===== src/design/ujs_pkg.sv =====
`default_nettype none
package ujs_pkg;

  localparam int MAX_BYTES = 6;
  localparam int POS_W     = $clog2(MAX_BYTES);
  localparam int NB_W      = $clog2(MAX_BYTES + 1);
  localparam int LIMIT_W   = 19;
  localparam logic [LIMIT_W-1:0] LIMIT_RESET = 19'h40000;

  localparam int QDEPTH = 4;
  localparam int QPTR_W = $clog2(QDEPTH);
  localparam int QCNT_W = $clog2(QDEPTH + 1);

  localparam logic [7:0] CH_QUOTE = 8'h22;
  localparam logic [7:0] CH_BSLASH = 8'h5c;
  localparam logic [7:0] CH_B = 8'h62;
  localparam logic [7:0] CH_F = 8'h66;
  localparam logic [7:0] CH_N = 8'h6e;
  localparam logic [7:0] CH_R = 8'h72;
  localparam logic [7:0] CH_T = 8'h74;
  localparam logic [7:0] CH_U = 8'h75;
  localparam logic [7:0] CH_ZERO = 8'h30;

  typedef enum logic [1:0] {
    MODE_START = 2'd0,
    MODE_UNIT  = 2'd1,
    MODE_END   = 2'd2,
    MODE_RSVD  = 2'd3
  } mode_t;

  typedef enum logic [1:0] {
    ERR_NONE          = 2'd0,
    ERR_LONE_LOW      = 2'd1,
    ERR_UNPAIRED_HIGH = 2'd2,
    ERR_OVER_LIMIT    = 2'd3
  } err_t;

  // one classified item: the bytes it produces, in order
  typedef struct packed {
    logic [MAX_BYTES-1:0][7:0] bytes;
    logic [NB_W-1:0]           nbytes;
    err_t                      err;
  } job_t;

  function automatic logic [7:0] hex_digit(input logic [3:0] v);
    logic [7:0] r;
    if (v < 4'd10) begin
      r = 8'h30 + {4'd0, v};
    end else begin
      r = 8'h57 + {4'd0, v};
    end
    return r;
  endfunction

endpackage
`default_nettype wire


===== src/design/ujs_in_if.sv =====
`default_nettype none
interface ujs_in_if;
  logic        valid;
  logic        ready;
  logic [1:0]  mode;
  logic [15:0] code_unit;

  modport source (output valid, output mode, output code_unit, input ready);
  modport sink (input valid, input mode, input code_unit, output ready);
endinterface
`default_nettype wire


===== src/design/ujs_out_if.sv =====
`default_nettype none
interface ujs_out_if;
  logic       valid;
  logic       ready;
  logic [7:0] out_byte;
  logic       run_last;
  logic [1:0] error_code;

  modport source (output valid, output out_byte, output run_last, output error_code,
                  input ready);
  modport sink (input valid, input out_byte, input run_last, input error_code,
                output ready);
endinterface
`default_nettype wire


===== src/design/ujs_cfg_if.sv =====
`default_nettype none
interface ujs_cfg_if;
  logic        valid;
  logic        ready;
  logic [18:0] utf8_byte_limit;

  modport source (output valid, output utf8_byte_limit, input ready);
  modport sink (input valid, input utf8_byte_limit, output ready);
endinterface
`default_nettype wire


===== src/design/utf16_to_json_utf8_escaper_top.sv =====
// Converts framed UTF-16 code units into a quoted, escaped JSON string in UTF-8,
// one byte per output transfer, run_last marking the final byte of each input
// item. An input transfer is taken every cycle while the four-entry job queue
// between the classifier and the byte serialiser has room; the serialiser drives
// one byte per cycle unless the output stalls; an item produces 0 to 6 bytes (4
// for a surrogate pair, 6 for a backslash-u escape) and the queue absorbs short
// bursts. Errors (lone low surrogate, unpaired high surrogate, length over
// utf8_byte_limit) give one zero byte with the error code, after which the string
// is dropped until the next start. The limit register is written through the
// always-ready cfg channel by the user only while idle; the block does not check.
`default_nettype none
module utf16_to_json_utf8_escaper_top (
  input  wire        clk,
  input  wire        rst_n,
  ujs_in_if.sink     in_ch,
  ujs_out_if.source  out_ch,
  ujs_cfg_if.sink    cfg_ch
);

  ujs_pkg::job_t push_data, pop_data;
  logic          push, pop, full, empty;

  ujs_front u_front (
    .clk    (clk),
    .rst_n  (rst_n),
    .in_ch  (in_ch),
    .cfg_ch (cfg_ch),
    .q_full (full),
    .q_push (push),
    .q_data (push_data)
  );

  ujs_fifo u_fifo (
    .clk       (clk),
    .rst_n     (rst_n),
    .push      (push),
    .push_data (push_data),
    .pop       (pop),
    .pop_data  (pop_data),
    .full      (full),
    .empty     (empty)
  );

  ujs_back u_back (
    .clk     (clk),
    .rst_n   (rst_n),
    .q_data  (pop_data),
    .q_empty (empty),
    .q_pop   (pop),
    .out_ch  (out_ch)
  );

endmodule
`default_nettype wire


===== src/design/ujs_front.sv =====
`default_nettype none
module ujs_front (
  input  wire            clk,
  input  wire            rst_n,
  ujs_in_if.sink         in_ch,
  ujs_cfg_if.sink        cfg_ch,
  input  wire            q_full,
  output logic           q_push,
  output ujs_pkg::job_t  q_data
);

  logic [ujs_pkg::LIMIT_W-1:0] limit_r;
  logic [9:0]                  high_half_r, high_half_nxt;
  logic                        pending_r, pending_nxt;
  logic [ujs_pkg::LIMIT_W-1:0] count_r, count_nxt;
  logic                        failed_r, failed_nxt;

  ujs_pkg::mode_t  mode;
  logic [15:0]     c;
  logic            accept;
  logic            is_low, is_high;
  logic [2:0]      add;
  logic [ujs_pkg::LIMIT_W:0] total;
  logic [20:0]     cp;
  ujs_pkg::job_t   job;
  logic            has_job;

  assign mode   = ujs_pkg::mode_t'(in_ch.mode);
  assign c      = in_ch.code_unit;
  assign accept = in_ch.valid && in_ch.ready;

  assign in_ch.ready  = !q_full;
  assign cfg_ch.ready = 1'b1;

  assign is_low  = (c[15:10] == 6'b110111);
  assign is_high = (c[15:10] == 6'b110110);
  assign cp      = {1'b0, high_half_r, c[9:0]} + 21'h10000;

  always_comb begin
    if (pending_r) begin
      add = 3'd4;
    end else if (c < 16'h0080) begin
      add = 3'd1;
    end else if (c < 16'h0800) begin
      add = 3'd2;
    end else begin
      add = 3'd3;
    end
  end

  assign total = {1'b0, count_r} + {{(ujs_pkg::LIMIT_W-2){1'b0}}, add};

  always_comb begin
    high_half_nxt = high_half_r;
    pending_nxt   = pending_r;
    count_nxt     = count_r;
    failed_nxt    = failed_r;
    job           = '0;
    job.err       = ujs_pkg::ERR_NONE;
    has_job       = 1'b0;

    case (mode)
      ujs_pkg::MODE_START: begin
        high_half_nxt = '0;
        pending_nxt   = 1'b0;
        count_nxt     = '0;
        failed_nxt    = 1'b0;
        job.bytes[0]  = ujs_pkg::CH_QUOTE;
        job.nbytes    = ujs_pkg::NB_W'(1);
        has_job       = 1'b1;
      end
      ujs_pkg::MODE_UNIT: begin
        if (!failed_r) begin
          if (pending_r && !is_low) begin
            job.nbytes  = ujs_pkg::NB_W'(1);
            job.err     = ujs_pkg::ERR_UNPAIRED_HIGH;
            has_job     = 1'b1;
            failed_nxt  = 1'b1;
            pending_nxt = 1'b0;
          end else if (!pending_r && is_low) begin
            job.nbytes  = ujs_pkg::NB_W'(1);
            job.err     = ujs_pkg::ERR_LONE_LOW;
            has_job     = 1'b1;
            failed_nxt  = 1'b1;
          end else if (!pending_r && is_high) begin
            high_half_nxt = c[9:0];
            pending_nxt   = 1'b1;
          end else if (total > {1'b0, limit_r}) begin
            job.nbytes  = ujs_pkg::NB_W'(1);
            job.err     = ujs_pkg::ERR_OVER_LIMIT;
            has_job     = 1'b1;
            failed_nxt  = 1'b1;
            pending_nxt = 1'b0;
          end else begin
            count_nxt = total[ujs_pkg::LIMIT_W-1:0];
            has_job   = 1'b1;
            if (pending_r) begin
              pending_nxt  = 1'b0;
              job.bytes[0] = {5'b11110, cp[20:18]};
              job.bytes[1] = {2'b10, cp[17:12]};
              job.bytes[2] = {2'b10, cp[11:6]};
              job.bytes[3] = {2'b10, cp[5:0]};
              job.nbytes   = ujs_pkg::NB_W'(4);
            end else begin
              case (c)
                16'h0022: begin
                  job.bytes[0] = ujs_pkg::CH_BSLASH;
                  job.bytes[1] = ujs_pkg::CH_QUOTE;
                  job.nbytes   = ujs_pkg::NB_W'(2);
                end
                16'h005c: begin
                  job.bytes[0] = ujs_pkg::CH_BSLASH;
                  job.bytes[1] = ujs_pkg::CH_BSLASH;
                  job.nbytes   = ujs_pkg::NB_W'(2);
                end
                16'h0008: begin
                  job.bytes[0] = ujs_pkg::CH_BSLASH;
                  job.bytes[1] = ujs_pkg::CH_B;
                  job.nbytes   = ujs_pkg::NB_W'(2);
                end
                16'h000c: begin
                  job.bytes[0] = ujs_pkg::CH_BSLASH;
                  job.bytes[1] = ujs_pkg::CH_F;
                  job.nbytes   = ujs_pkg::NB_W'(2);
                end
                16'h000a: begin
                  job.bytes[0] = ujs_pkg::CH_BSLASH;
                  job.bytes[1] = ujs_pkg::CH_N;
                  job.nbytes   = ujs_pkg::NB_W'(2);
                end
                16'h000d: begin
                  job.bytes[0] = ujs_pkg::CH_BSLASH;
                  job.bytes[1] = ujs_pkg::CH_R;
                  job.nbytes   = ujs_pkg::NB_W'(2);
                end
                16'h0009: begin
                  job.bytes[0] = ujs_pkg::CH_BSLASH;
                  job.bytes[1] = ujs_pkg::CH_T;
                  job.nbytes   = ujs_pkg::NB_W'(2);
                end
                default: begin
                  if (c < 16'h0020) begin
                    job.bytes[0] = ujs_pkg::CH_BSLASH;
                    job.bytes[1] = ujs_pkg::CH_U;
                    job.bytes[2] = ujs_pkg::CH_ZERO;
                    job.bytes[3] = ujs_pkg::CH_ZERO;
                    job.bytes[4] = ujs_pkg::hex_digit(c[7:4]);
                    job.bytes[5] = ujs_pkg::hex_digit(c[3:0]);
                    job.nbytes   = ujs_pkg::NB_W'(6);
                  end else if (c < 16'h0080) begin
                    job.bytes[0] = c[7:0];
                    job.nbytes   = ujs_pkg::NB_W'(1);
                  end else if (c < 16'h0800) begin
                    job.bytes[0] = {3'b110, c[10:6]};
                    job.bytes[1] = {2'b10, c[5:0]};
                    job.nbytes   = ujs_pkg::NB_W'(2);
                  end else begin
                    job.bytes[0] = {4'b1110, c[15:12]};
                    job.bytes[1] = {2'b10, c[11:6]};
                    job.bytes[2] = {2'b10, c[5:0]};
                    job.nbytes   = ujs_pkg::NB_W'(3);
                  end
                end
              endcase
            end
          end
        end
      end
      ujs_pkg::MODE_END: begin
        if (!failed_r) begin
          if (pending_r) begin
            job.nbytes  = ujs_pkg::NB_W'(1);
            job.err     = ujs_pkg::ERR_UNPAIRED_HIGH;
            has_job     = 1'b1;
            failed_nxt  = 1'b1;
            pending_nxt = 1'b0;
          end else begin
            count_nxt    = '0;
            job.bytes[0] = ujs_pkg::CH_QUOTE;
            job.nbytes   = ujs_pkg::NB_W'(1);
            has_job      = 1'b1;
          end
        end
      end
      default: begin
        // reserved mode: no output, state held
      end
    endcase
  end

  assign q_push = accept && has_job;
  assign q_data = job;

  always_ff @(posedge clk) begin
    if (!rst_n) begin
      limit_r     <= ujs_pkg::LIMIT_RESET;
      high_half_r <= '0;
      pending_r   <= 1'b0;
      count_r     <= '0;
      failed_r    <= 1'b0;
    end else begin
      if (cfg_ch.valid && cfg_ch.ready) begin
        limit_r <= cfg_ch.utf8_byte_limit;
      end
      if (accept) begin
        high_half_r <= high_half_nxt;
        pending_r   <= pending_nxt;
        count_r     <= count_nxt;
        failed_r    <= failed_nxt;
      end
    end
  end

endmodule
`default_nettype wire


===== src/design/ujs_fifo.sv =====
`default_nettype none
module ujs_fifo (
  input  wire            clk,
  input  wire            rst_n,
  input  wire            push,
  input  ujs_pkg::job_t  push_data,
  input  wire            pop,
  output ujs_pkg::job_t  pop_data,
  output logic           full,
  output logic           empty
);

  ujs_pkg::job_t               mem_r [ujs_pkg::QDEPTH];
  logic [ujs_pkg::QPTR_W-1:0]  wr_ptr_r, rd_ptr_r;
  logic [ujs_pkg::QCNT_W-1:0]  count_r;
  logic                        do_push, do_pop;

  assign full     = (count_r == ujs_pkg::QCNT_W'(ujs_pkg::QDEPTH));
  assign empty    = (count_r == '0);
  assign do_push  = push && !full;
  assign do_pop   = pop && !empty;
  assign pop_data = mem_r[rd_ptr_r];

  function automatic logic [ujs_pkg::QPTR_W-1:0] wrap_inc(
    input logic [ujs_pkg::QPTR_W-1:0] p);
    logic [ujs_pkg::QPTR_W-1:0] r;
    if (p == ujs_pkg::QPTR_W'(ujs_pkg::QDEPTH - 1)) begin
      r = '0;
    end else begin
      r = p + 1'b1;
    end
    return r;
  endfunction

  always_ff @(posedge clk) begin
    if (do_push) begin
      mem_r[wr_ptr_r] <= push_data;
    end
  end

  always_ff @(posedge clk) begin
    if (!rst_n) begin
      wr_ptr_r <= '0;
      rd_ptr_r <= '0;
      count_r  <= '0;
    end else begin
      if (do_push) begin
        wr_ptr_r <= wrap_inc(wr_ptr_r);
      end
      if (do_pop) begin
        rd_ptr_r <= wrap_inc(rd_ptr_r);
      end
      if (do_push && !do_pop) begin
        count_r <= count_r + 1'b1;
      end else if (do_pop && !do_push) begin
        count_r <= count_r - 1'b1;
      end
    end
  end

endmodule
`default_nettype wire


===== src/design/ujs_back.sv =====
`default_nettype none
module ujs_back (
  input  wire            clk,
  input  wire            rst_n,
  input  ujs_pkg::job_t  q_data,
  input  wire            q_empty,
  output logic           q_pop,
  ujs_out_if.source      out_ch
);

  ujs_pkg::job_t              job_r;
  logic                       job_valid_r;
  logic [ujs_pkg::POS_W-1:0]  pos_r;
  logic                       out_valid_r;
  logic [7:0]                 out_byte_r;
  logic                       out_last_r;
  logic [1:0]                 out_err_r;

  logic emit, emit_last;

  assign emit      = job_valid_r && (!out_valid_r || out_ch.ready);
  assign emit_last = emit &&
                     (pos_r == ujs_pkg::POS_W'(job_r.nbytes - 1'b1));
  // refill the working slot as its last byte leaves
  assign q_pop     = !q_empty && (!job_valid_r || emit_last);

  assign out_ch.valid      = out_valid_r;
  assign out_ch.out_byte   = out_byte_r;
  assign out_ch.run_last   = out_last_r;
  assign out_ch.error_code = out_err_r;

  always_ff @(posedge clk) begin
    if (q_pop) begin
      job_r <= q_data;
    end
    if (emit) begin
      out_byte_r <= job_r.bytes[pos_r];
      out_last_r <= emit_last;
      out_err_r  <= job_r.err;
    end
  end

  always_ff @(posedge clk) begin
    if (!rst_n) begin
      job_valid_r <= 1'b0;
      pos_r       <= '0;
      out_valid_r <= 1'b0;
    end else begin
      if (q_pop) begin
        job_valid_r <= 1'b1;
        pos_r       <= '0;
      end else if (emit_last) begin
        job_valid_r <= 1'b0;
      end else if (emit) begin
        pos_r <= pos_r + 1'b1;
      end
      if (emit) begin
        out_valid_r <= 1'b1;
      end else if (out_ch.ready) begin
        out_valid_r <= 1'b0;
      end
    end
  end

endmodule
`default_nettype wire


===== src/flat_wrapper.sv =====
// flat-port wrapper written by rule: the top's interface ports become plain ports
module utf16_to_json_utf8_escaper_top_flat 
  (clk, rst_n, in_ch_valid, in_ch_mode, in_ch_code_unit, in_ch_ready, out_ch_valid, out_ch_out_byte, out_ch_run_last, out_ch_error_code, out_ch_ready, cfg_ch_valid, cfg_ch_utf8_byte_limit, cfg_ch_ready);
  ujs_in_if in_ch_i ();
  ujs_out_if out_ch_i ();
  ujs_cfg_if cfg_ch_i ();
  input  wire clk;
  input  wire rst_n;
  input wire logic [$bits(in_ch_i.valid)-1:0] in_ch_valid;
  input wire logic [$bits(in_ch_i.mode)-1:0] in_ch_mode;
  input wire logic [$bits(in_ch_i.code_unit)-1:0] in_ch_code_unit;
  output wire logic [$bits(in_ch_i.ready)-1:0] in_ch_ready;
  output wire logic [$bits(out_ch_i.valid)-1:0] out_ch_valid;
  output wire logic [$bits(out_ch_i.out_byte)-1:0] out_ch_out_byte;
  output wire logic [$bits(out_ch_i.run_last)-1:0] out_ch_run_last;
  output wire logic [$bits(out_ch_i.error_code)-1:0] out_ch_error_code;
  input wire logic [$bits(out_ch_i.ready)-1:0] out_ch_ready;
  input wire logic [$bits(cfg_ch_i.valid)-1:0] cfg_ch_valid;
  input wire logic [$bits(cfg_ch_i.utf8_byte_limit)-1:0] cfg_ch_utf8_byte_limit;
  output wire logic [$bits(cfg_ch_i.ready)-1:0] cfg_ch_ready;
  assign in_ch_i.valid = in_ch_valid;
  assign in_ch_i.mode = in_ch_mode;
  assign in_ch_i.code_unit = in_ch_code_unit;
  assign in_ch_ready = in_ch_i.ready;
  assign out_ch_valid = out_ch_i.valid;
  assign out_ch_out_byte = out_ch_i.out_byte;
  assign out_ch_run_last = out_ch_i.run_last;
  assign out_ch_error_code = out_ch_i.error_code;
  assign out_ch_i.ready = out_ch_ready;
  assign cfg_ch_i.valid = cfg_ch_valid;
  assign cfg_ch_i.utf8_byte_limit = cfg_ch_utf8_byte_limit;
  assign cfg_ch_ready = cfg_ch_i.ready;
  utf16_to_json_utf8_escaper_top u_core (.clk(clk), .rst_n(rst_n), .in_ch(in_ch_i), .out_ch(out_ch_i), .cfg_ch(cfg_ch_i));
endmodule

===== config.mk =====
export PLATFORM = sky130hd
export DESIGN_NAME = utf16_to_json_utf8_escaper_top_flat
export DESIGN_NICKNAME = d
export VERILOG_FILES = /design/src/design/ujs_pkg.sv /design/src/design/ujs_in_if.sv /design/src/design/ujs_out_if.sv /design/src/design/ujs_cfg_if.sv /design/src/design/utf16_to_json_utf8_escaper_top.sv /design/src/design/ujs_front.sv /design/src/design/ujs_fifo.sv /design/src/design/ujs_back.sv /design/src/flat_wrapper.sv
export SDC_FILE = /design/constraint.sdc
export NUM_CORES = 1
export LEC_CHECK = 0
export ABC_AREA = 0
export ABC_CLOCK_PERIOD_IN_PS = 7600
export BUFFER_PORTS_ARGS = -buffer_cell sky130_fd_sc_hd__clkbuf_2
export CORE_AREA = 2 2 164 166
export CTS_CLUSTER_SIZE = 14
export DETAILED_ROUTE_END_ITERATION = 7
export DIE_AREA = 0 0 166 168
export PLACE_DENSITY = 0.71
export SLEW_MARGIN = 20
export SYNTH_ARGS = -nofsm -noshare
export SYNTH_HDL_FRONTEND = slang
export SYNTH_SLANG_ARGS = --single-unit

===== constraint.sdc =====
create_clock -name clk -period 7.6 [get_ports clk]
set_clock_uncertainty 0.05 [all_clocks]
set_input_delay 1.14 -clock clk [delete_from_list [all_inputs] [get_ports clk]]
set_output_delay 1.14 -clock clk [all_outputs]
set_load 0.02 [all_outputs]

# Word level (Yosys, flattened, before mapping)
# Memory sizes are Yosys's and may differ from the RTL's. A register that Yosys moved wholly into a read port is not among the register bits.
# Cells that the tools add are included.
[totals]
output_inout_bits = 14
memories = 1
register_bits = 73
ramBits = 212
rom_bits = 0
latch_bits = 0
[memory_table]
columns = ["memory", "words", "width", "read_ports", "rd_clocked_by_memory_dff", "wr", "line_no", "text"]
rows = [
  ["u_core.u_fifo.mem_r", 4, 53, 1, 1, 1, "ujs_fifo.sv:13", "ujs_pkg::job_t mem_r [ujs_pkg::QDEPTH];"],
]
[op_classes]
n_reduce_logical = 36
n_div = 0
bitwise_logic = 2
addsub = 12
mux = 90
n_shift = 0
order_cmp = 7
eq_ne = 24
mul = 0
[ops]
columns = ["operator", "n"]
rows = [
  ["two-way mux 32 bit", 8],
  ["two-way mux 27 bit", 9],
  ["two-way mux 48 bit", 3],
  ["two-way mux 19 bit", 7],
  ["case mux 19 bit (7 select lines)", 1],
  ["two-way mux 53 bit", 2],
  ["equality test 16 x 4 -> 1 bit, second input constant", 5],
  ["case mux 19 bit (3 select lines)", 1],
  ["two-way mux 10 bit", 4],
  ["two-way mux 40 bit", 1],
  ["two-way mux 35 bit", 1],
  ["case mux 11 bit (3 select lines)", 1],
  ["two-way mux 16 bit", 2],
  ["two-way mux 8 bit", 4],
  ["binary-select mux 8 bit (select 3 bit)", 1],
  ["two-way mux 1 bit", 24],
  ["two-way mux 24 bit", 1],
  ["adder 20 x 17 -> 21 bit, second input constant", 1],
  ["adder 19 x 3 -> 20 bit", 1],
  ["> comparator 20 x 19 -> 1 bit", 1],
  ["case mux 10 bit (2 select lines)", 1],
  ["two-way mux 17 bit", 1],
  ["adder 7 x 4 -> 8 bit, first input constant", 2],
  ["equality test 16 x 6 -> 1 bit, second input constant", 1],
  ["other kinds (39)", 88],
]

# Logic depth before layout (Yosys ltp)
# Gate-level depths: netlist of the first run.
[depth]
ltp_word = 27
ltp_mapped = 23
depth_no_buf = 22

# Cells and area by module
# From an unflattened synthesis of the first run, not the netlist that was laid out.
[unflattened]
hier_cells = 1017
hier_area_um2 = 15125.8
[modules_own_cells]
columns = ["mod", "cells_per_inst", "area_per_inst_um2", "seq_area_each_um2", "instances"]
rows = [
  ["ujs_fifo", 328, 8191.6, 6546.3, 1],
  ["ujs_front", 551, 4240.3, 1001.0, 1],
  ["ujs_back", 138, 2693.8, 2021.9, 1],
]

# Worst setup path before layout of the first run
# Ideal clock, no wire load.
[synth_path]
path_kind = "input -> register"
start = "input port in_ch_code_unit[10]"
end = "memory u_core.u_fifo.mem_r[0][17] (netlist name) (data pin)"
cell_stages = 21
arrival_time_ns = 5.403
path_buffers = 1
path_slack_ns = 1.930
t_required_ns = 7.333
setup_time_ns = 0.217
cell_sequence = "nor4_4 -> nor2_1 -> nor2_1 -> ha_1 -> inv_1 -> fa_1 -> nor2b_1 -> o2111ai_1 -> nor2_1 -> nand3_1 -> nor2_1 -> xor2_1 -> ha_1 -> nand3_2 -> nor4_2 -> nand2_1 -> or3_4 -> a21oi_4 -> nand3_1 -> buf_2 -> a211oi_1"
[synth_lines]
columns = ["item", "line_no", "text"]
rows = [
  ["start: declaration", "flat_wrapper.sv:11", "input wire logic [$bits(in_ch_i.code_unit)-1:0] in_ch_code_unit;"],
  ["end: declaration", "ujs_fifo.sv:13", ""],
]

==> results of run 1 <==
[power groups by stage]
stage / clock [mW] / sequential [mW] / combinational (mW)
final: 1.56 / 2.29 / 0.883
after global routing: 1.66 / 2.31 / 0.961
after CTS: 1.59 / 2.29 / 0.894
after global placement: 0 / 2.32 / 0.877
after floorplan: 0 / 2.32 / 0.608
after detailed placement: 0 / 2.33 / 0.889
[path summary, 6_finish.rpt]
kind | to | slack (ns) | cells after the start
hold reg to reg | u_core.u_back.out_ch.error_code[1] | 0.37 | 0
setup / recovery | u_core.u_fifo.mem_r[3][46] | 1.33 | 25
setup reg to reg | u_core.u_fifo.mem_r[3][46] | 1.81 | 20
hold / removal | u_core.u_back.out_ch.error_code[1] | 0.37 | 0
[layout by cell type, fill, tap and decap left out, types with 27 or more instances in the layout]
cell type,count
a21oi_1,48
clkbuf_16,34
clkbuf_2,54
dfxtp_1,60
edfxtp_1,256
ha_1,42
inv_1,54
mux2i_1,28
mux4_2,57
nand2_1,61
nor2_1,93
o21ai_0,27
[final cells by class]
class	count	area, um^2
Multi-Input combinational cell	606	4850
Tap cell	341	427
Fill cell	1994	10500
Inverter	57	214
Clock buffer	40	883
Timing Repair Buffer	68	379
Sequential cell	318	8930
Clock inverter	19	155
[sequential cells by signal, summed over array words and instances, names as in the netlist]
register and count:
u_core.u_back.out_ch.run_last 1, u_core.u_back.out_ch.error_code 2, u_core.u_fifo.wr_ptr_r 2, u_core.u_back.out_ch.valid 1, u_core.u_front.count_r 19, u_core.u_front.limit_r 19, u_core.u_back.job_r 49, u_core.u_back.job_valid_r 1
u_core.u_fifo.count_r 3, u_core.u_front.pending_r 1, u_core.u_back.pos_r 3, u_core.u_front.failed_r 1, u_core.u_fifo.mem_r 196, u_core.u_fifo.rd_ptr_r 2, u_core.u_back.out_ch.out_byte 8, u_core.u_front.high_half_r 10
[cells by family (layout without fill, tap and decap cells)]
kind of cell | count (synthesis) | in the layout | share of synthesized area [%]
multiplexers | 86 | 86 | 11.1
AND/OR/NAND/NOR | 271 | 271 | 9.54
buffers and inverters | 110 | 184 | 3.05
flip-flops | 318 | 318 | 63.2
XOR/XNOR | 28 | 28 | 1.74
adder cells (fa/ha/maj) | 44 | 44 | 4.00
other | 2 | 17 | 0.0531
AO/OA/AOI/OAI | 160 | 160 | 7.30
[worst register-to-register path: cells and delay by family, from the launching register on]
kind	cells	cell delay, ns
AND/OR/NAND/NOR	9	2.06
buffers and inverters	4	1.31
AO/OA/AOI/OAI	4	1.10
adder cells (fa/ha/maj)	2	0.61
flip-flops	1	0.33
XOR/XNOR	1	0.10
[metal layers]
metal | up-vias | GRT usage [%]
li1 | 3963 | -
met1 | 4221 | 31.2
met2 | 374 | 36.0
met3 | 56 | 3.46
met4 | 0 | 6.43
met5 | - | 0
==> results by group, run 1 <==
Drt
  – Drt drc: 0
  – Routed WL: 30400 um
  – Wire length on met1: roughly 13000 um
  – DR WL met3: between 2000 and 2500 um
  – Vias: about 8600
  – Uppermost layer routed: met4
  – Met2 WL post-DR: 14400 um
  – Routed Antenna Nets: 0
  – WL/cell: roughly 21 um
  – Initial drt markers: between 600 and 700
  – Vias/cell: 5.94
  – Drt first pass iters: 5

Flow run
  – Maxcap violations: 0

Logic synthesis
  – Yosys warns: 0
  – Synth Register Bits: roughly 320
  – Number of enable flip-flop cells after synthesis: roughly 260
  – Main area contributors after synthesis: edfxtp_1, mux4_2, dfxtp_1
  – Post-Syn Area per Cell: approximately 14 um^2
  – Top cell type's share of synthesized area: between 50% and 60%
  – Count leader, synth: edfxtp_1
  – Yosys cell types: 70
  – Cell accounting for the most synthesized area: edfxtp_1
  – Sequential share of the synthesized area: 63.2%
  – Syn Inst Count: slightly above 1000
  – Async SR Flop Fraction: 0%
  – Ys flop type: edfxtp_1
  – Most frequent cells after synthesis: edfxtp_1, nor2_1, dfxtp_1, nand2_1, mux4_2
  – Mapped cell area: roughly 14000 um^2

Clock network
  – # H-tree levels: 2
  – Clock latency on the worst-skew pair: around 0.52 ns
  – Clk pin slew, worst setup/hold paths: around 0.060 ns
  – CTS root buf: clkbuf_16
  – Num CTS Buffers: 34
  – CTS Buffer Depth: 3
  – Hold_buf cts: 0
  – Clock sinks: approximately 320
  – Post-CTS setup buffers: 0
  – CTS tree: yes
  – PostCTS Resize Cnt: 0

Power
  – Comb pwr share: a little under a fifth
  – Pwr Density: roughly 300 nW/um^2
  – Power Total: approximately 4.7 mW
  – P_int: 3.47 mW
  – Switching Power: 1.26 mW
  – Leak Pwr: about 5.6 nW
  – Peak VDD IR: 0.209 mV
  – Clock power frac: ~33%
  – Sw frac: 26.6%
  – Reg power frac: around half

Cells and area
  – Share of cells above drive strength 1: between 10% and 20%
  – Post-layout nets: about 1200
  – Final Non-Filler Cells: 1449
  – Antenna fix cells: 0
  – Final Util: roughly three fifths
  – Final Cell Area: 15800 um^2
  – Area Growth Syn to Fin: 12.1%

STA
  – Setup violators final: 0
  – Period utilization: roughly 83%
  – Worst slew pin tran: ~0.98 ns
  – Final hold slack: about 0.37 ns
  – Worst slew margin: between 30% and 40%
  – Peak Freq: between 150 and 200 MHz
  – RSZ-0062 raised after global routing: no
  – Final hold vios: 0
  – Worst setup margin: between 1 and 1.5 ns
  – Max Slew Vio Count: 0
  – Minimum clock period: around 6.3 ns
  – Setup_tns: 0 ns

Setup path
  – Slowest stage delay, CP: ~0.57 ns
  – CP max FO: 17
  – Worst setup SP type: input pin
  – CP Data Arrival Time: approximately 6.5 ns
  – Critical path class: in2reg
  – Data required, critical path: roughly 7.9 ns
  – Most used cell along the critical path: nor2_1
  – CP Buf/Inv Count: 4
  – Slowest cell on crit path: nor4_1
  – Worst Setup End Kind: flip-flop
  – R2r startpoint: u_core.u_front.pending_r
  – Top delay family on crit path: simple AND/OR/NAND/NOR gates
  – Worst Setup SP: in_ch_code_unit[15]

GRT
  – Vias in the first global route: 8277
  – Initial antenna violation count: 1
  – Overflow after GRT: 0
  – Total track usage: 22.1%
  – First-pass GRT wire length: 47700 um
  – Largest net degree at the start of global routing: 53

Floorplan
  – Core Area: about 26000 um^2
  – # IOs: 56
  – Site Rows: 60
  – Die area: ~28000 um^2
  – Starting Density: about 54%
  – Die W: about 170 um
  – Die Height: approximately 170 um

Placed design
  – Routability Congestion: between 0.9 and 1
  – Placed Area: between 10000 and 15000 um^2
  – Placed insts: between 1000 and 1500
  – DP Worst Slack: 0.787 ns
  – Port-buffer cells: between 50 and 60
  – HPWL Detailed: ~20000 um

Worst hold path
  – HP Class: reg2reg
  – Hold_sp: u_core.u_back.job_r[1]

Outcome
  – Status: complete, no violations
Power figures use the tool's default switching activity.
==> run 2, diff against run 1 <==
--- a/config.mk
+++ b/config.mk
@@ -5,13 +5,13 @@
 export SDC_FILE = /design/constraint.sdc
 export NUM_CORES = 1
 export LEC_CHECK = 0
-export ABC_AREA = 0
-export ABC_CLOCK_PERIOD_IN_PS = 7600
+export ABC_AREA = 1
+export ABC_CLOCK_PERIOD_IN_PS = 5950
 export BUFFER_PORTS_ARGS = -buffer_cell sky130_fd_sc_hd__clkbuf_2
-export CORE_AREA = 2 2 164 166
+export CORE_AREA = 2 2 165 167
 export CTS_CLUSTER_SIZE = 14
 export DETAILED_ROUTE_END_ITERATION = 7
-export DIE_AREA = 0 0 166 168
+export DIE_AREA = 0 0 167 169
 export PLACE_DENSITY = 0.71
 export SLEW_MARGIN = 20
 export SYNTH_ARGS = -nofsm -noshare
==> constraint.sdc (replaced) <==
create_clock -name clk -period 5.95 [get_ports clk]
set_clock_uncertainty 0.05 [all_clocks]
set_input_delay 0.8925 -clock clk [delete_from_list [all_inputs] [get_ports clk]]
set_output_delay 0.8925 -clock clk [all_outputs]
set_load 0.02 [all_outputs]
==> results by group, run 2 <==
Outcome
  – Status: complete, no violations

Setup path
  – Slowest cell on crit path: nand4_1
  – CP max FO: 8 (-9)
  – Most used cell along the critical path: nand2_1
  – Data required, critical path: 6.21 ns (-1.65 ns)
  – Worst Setup End Kind: flip-flop
  – R2R depth: 24 (+20%)
  – Worst Setup SP: in_ch_code_unit[13]
  – Worst setup SP type: input pin
  – Worst r2r dst: u_core.u_fifo.mem_r[3][32]
  – CP Data Arrival Time: 5.57 ns (-0.96 ns)
  – Flop-to-flop setup slack: 1.15 ns (-0.66 ns)
  – Slowest stage delay, CP: 0.42 ns (-0.15 ns)
  – R2r startpoint: u_core.u_front.pending_r
  – Worst Setup EP: u_core.u_fifo.mem_r[3][32]
  – Critical path class: in2reg

Logic synthesis
  – Yosys cell types: 47 (-33%)
  – Ys flop type: edfxtp_1
  – Count leader, synth: edfxtp_1
  – Cell accounting for the most synthesized area: edfxtp_1
  – Most frequent cells after synthesis: edfxtp_1, nor2_1, o21ai_0, nand2_1, inv_1
  – Synth Register Bits: 318 (unchanged)
  – Sequential share of the synthesized area: 62.4% (-0.78 points)
  – Top cell type's share of synthesized area: 53.7% (-0.67 points)
  – Async SR Flop Fraction: 0% (unchanged)
  – Syn Inst Count: 1401 (+37%)
  – Main area contributors after synthesis: edfxtp_1, dfxtp_1, nor2_1
  – Yosys warns: 0 (unchanged)
  – Number of enable flip-flop cells after synthesis: 256 (unchanged)
  – Post-Syn Area per Cell: 10.2 um^2 (-26%)
  – Mapped cell area: 14300 um^2 (+1.2%)

Drt
  – WL/cell: 19.0 um (-9.5%)
  – Drt drc: 0 (unchanged)
  – Drt first pass iters: 5 (unchanged)
  – Initial drt markers: 1137 (+73%)
  – Vias/cell: 5.77 (-2.9%)
  – Routed WL: 34800 um (+14%)
  – Routed Antenna Nets: 0 (unchanged)
  – Vias: 10570 (+23%)

Power
  – Leak Pwr: 6.22 nW (+10%)
  – Power Total: 6.80 mW (+44%)
  – Pwr Density: 422 nW/um^2 (+41%)
  – Peak VDD IR: 0.254 mV (+22%)

Cells and area
  – Antenna fix cells: 0 (unchanged)
  – Most frequent cells in the layout: edfxtp_1, nor2_1, o21ai_0
  – Area Growth Syn to Fin: 12.6%
  – Fillers: 2115 (+6.1%)
  – Commonest non-fill, non-tap cell in the layout: edfxtp_1
  – Share of cells above drive strength 1: 11.1% (-6.4 points)
  – Post-layout nets: 1554 (+33%)
  – Largest Register: u_core.u_fifo.mem_r
  – Largest regs: u_core.u_fifo.mem_r: 196 flops, u_core.u_back.job_r: 49 flops
  – Max FFs per register: 196 (unchanged)

STA
  – Worst slew pin tran: 1.02 ns (+0.0374 ns)
  – Worst slew margin: 32.1% (-2.5 points)
  – Final hold vios: 0 (unchanged)
  – RSZ-0062 raised after global routing: no
  – Minimum clock period: ~5.3 ns
  – Period utilization: 89.3%
  – Max Slew Vio Count: 0 (unchanged)
  – Peak Freq: approximately 190 MHz
  – Setup violators final: 0 (unchanged)
  – Setup_tns: 0 ns (unchanged)

GRT
  – Vias in the first global route: 10043 (+21%)
  – Overflow after GRT: 0 (unchanged)
  – Largest net degree at the start of global routing: 101 (+91%)
  – First-pass GRT wire length: 54200 um (+14%)
  – Initial antenna violation count: 0 (-1)
  – Total track usage: 24.6% (+2.5 points)

Clock network
  – Post-CTS setup buffers: 0 (unchanged)
  – Clock latency on the worst-skew pair: 0.52 ns (about the same)
  – CTS Buffer Depth: 3 (unchanged)
  – # H-tree levels: 2 (unchanged)
  – Clock sinks: 318 (unchanged)
  – CTS tree: yes
  – Hold_buf cts: 0 (unchanged)
  – CTS root buf: clkbuf_16
  – Num CTS Buffers: 34 (unchanged)
  – Clk pin slew, worst setup/hold paths: 0.06 ns (about the same)

Floorplan
  – Site Rows: 60 (unchanged)
  – # IOs: 56 (unchanged)
  – Die W: 167 um (+0.60%)
  – Core Area: 26500 um^2 (+0.57%)
  – Die Height: 169 um (+0.60%)
  – Die area: 28200 um^2 (+1.2%)
  – Starting Density: 54.0% (+0.36 points)

Placed design
  – HPWL Detailed: 22400 um (+12%)
  – Routability Congestion: 0.953 (-1.2%)
  – Port-buffer cells: 54 (unchanged)

Flow run
  – Maxcap violations: 0 (unchanged)

Worst hold path
  – HP Class: reg2reg
[run 2: power by group]
group | leakage (nW) | total, mW | switching, mW | internal (mW)
clock network | 0.500 | 1.97 | 0.843 | 1.13
logic | 2.80 | 1.81 | 1.29 | 0.516
registers | 2.92 | 3.02 | 0.124 | 2.90
[run 2: critical path, delay by kind of cell]
| family | cells | cell delay, ns |
|---|---|---|
| AND/OR/NAND/NOR | 20 | 3.32 |
| adder cells (fa/ha/maj) | 3 | 0.81 |
| buffers and inverters | 5 | 0.35 |
| AO/OA/AOI/OAI | 1 | 0.17 |
[run 2: worst min-delay path by stage]
stage / start / to / slack [ns] / cells after the start
after CTS: u_core.u_back.job_r[0] / u_core.u_back.out_ch.error_code[0] / 0.37 / 0
after global placement: u_core.u_back.job_r[0] / u_core.u_back.out_ch.error_code[0] / 0.36 / 0
after global routing: u_core.u_back.job_r[0] / u_core.u_back.out_ch.error_code[0] / 0.39 / 0
after detailed placement: u_core.u_back.job_r[0] / u_core.u_back.out_ch.error_code[0] / 0.37 / 0
final: u_core.u_back.job_r[0] / u_core.u_back.out_ch.error_code[0] / 0.37 / 0
after floorplan: u_core.u_back.job_r[0] / u_core.u_back.out_ch.error_code[0] / 0.35 / 0
[run 2: final cells by class]
type	instances	area, um^2	share of cell area (%)
clock buffers	43	905	5.61
clock inverters	16	126	0.784
inverters	133	503	3.12
multi-input cells	904	4730	29.4
flip-flops and latches	318	8930	55.4
well taps	341	427	2.65
repair buffers	77	493	3.06
[run 2: kinds of logic (layout without fill, tap and decap cells)]
family	after synthesis	count (layout)	share of synthesized area [%]
buffers and inverters	194	269	5.38
DFF	318	318	62.4
and+or+nand+nor	484	484	14.5
AOI/OAI and AO/OA	345	345	12.9
xor gates and xnor gates	14	14	0.857
other	2	17	0.0525
adders and majority gates	44	44	3.95
[run 2: timing repair]
item | in CTS | in global routing
gates resized for setup | 0 | 5
setup endpoints to repair | 0 | 96
endpoints found under the hold margin | 0 | 0
[run 2: metrics by stage]
stage	setup slack (ns)	utilization (%)	hold slack (ns)	cells	instance area, um^2
floorplan	0.721	-	0.350	1416	14400
global placement	0.207	56.8	0.361	1773	15100
detailed placement	0.00440	56.8	0.367	1773	15100
CTS	0.508	60.7	0.372	1832	16100
global route	0.0174	60.8	0.392	1832	16100
finish	0.636	60.8	0.369	1832	16100
[run 2: metal layers]
metal | vias to the layer above | wire length, um | track usage [%] | share of wire, %
met4 | 0 | 756 | 7.01 | 2.2
met1 | 5002 | 14600 | 34.4 | 42
met5 | - | 0 | 0 | 0
met3 | 61 | 3090 | 4.16 | 8.9
li1 | 5011 | - | - | -
met2 | 496 | 16300 | 40.0 | 47
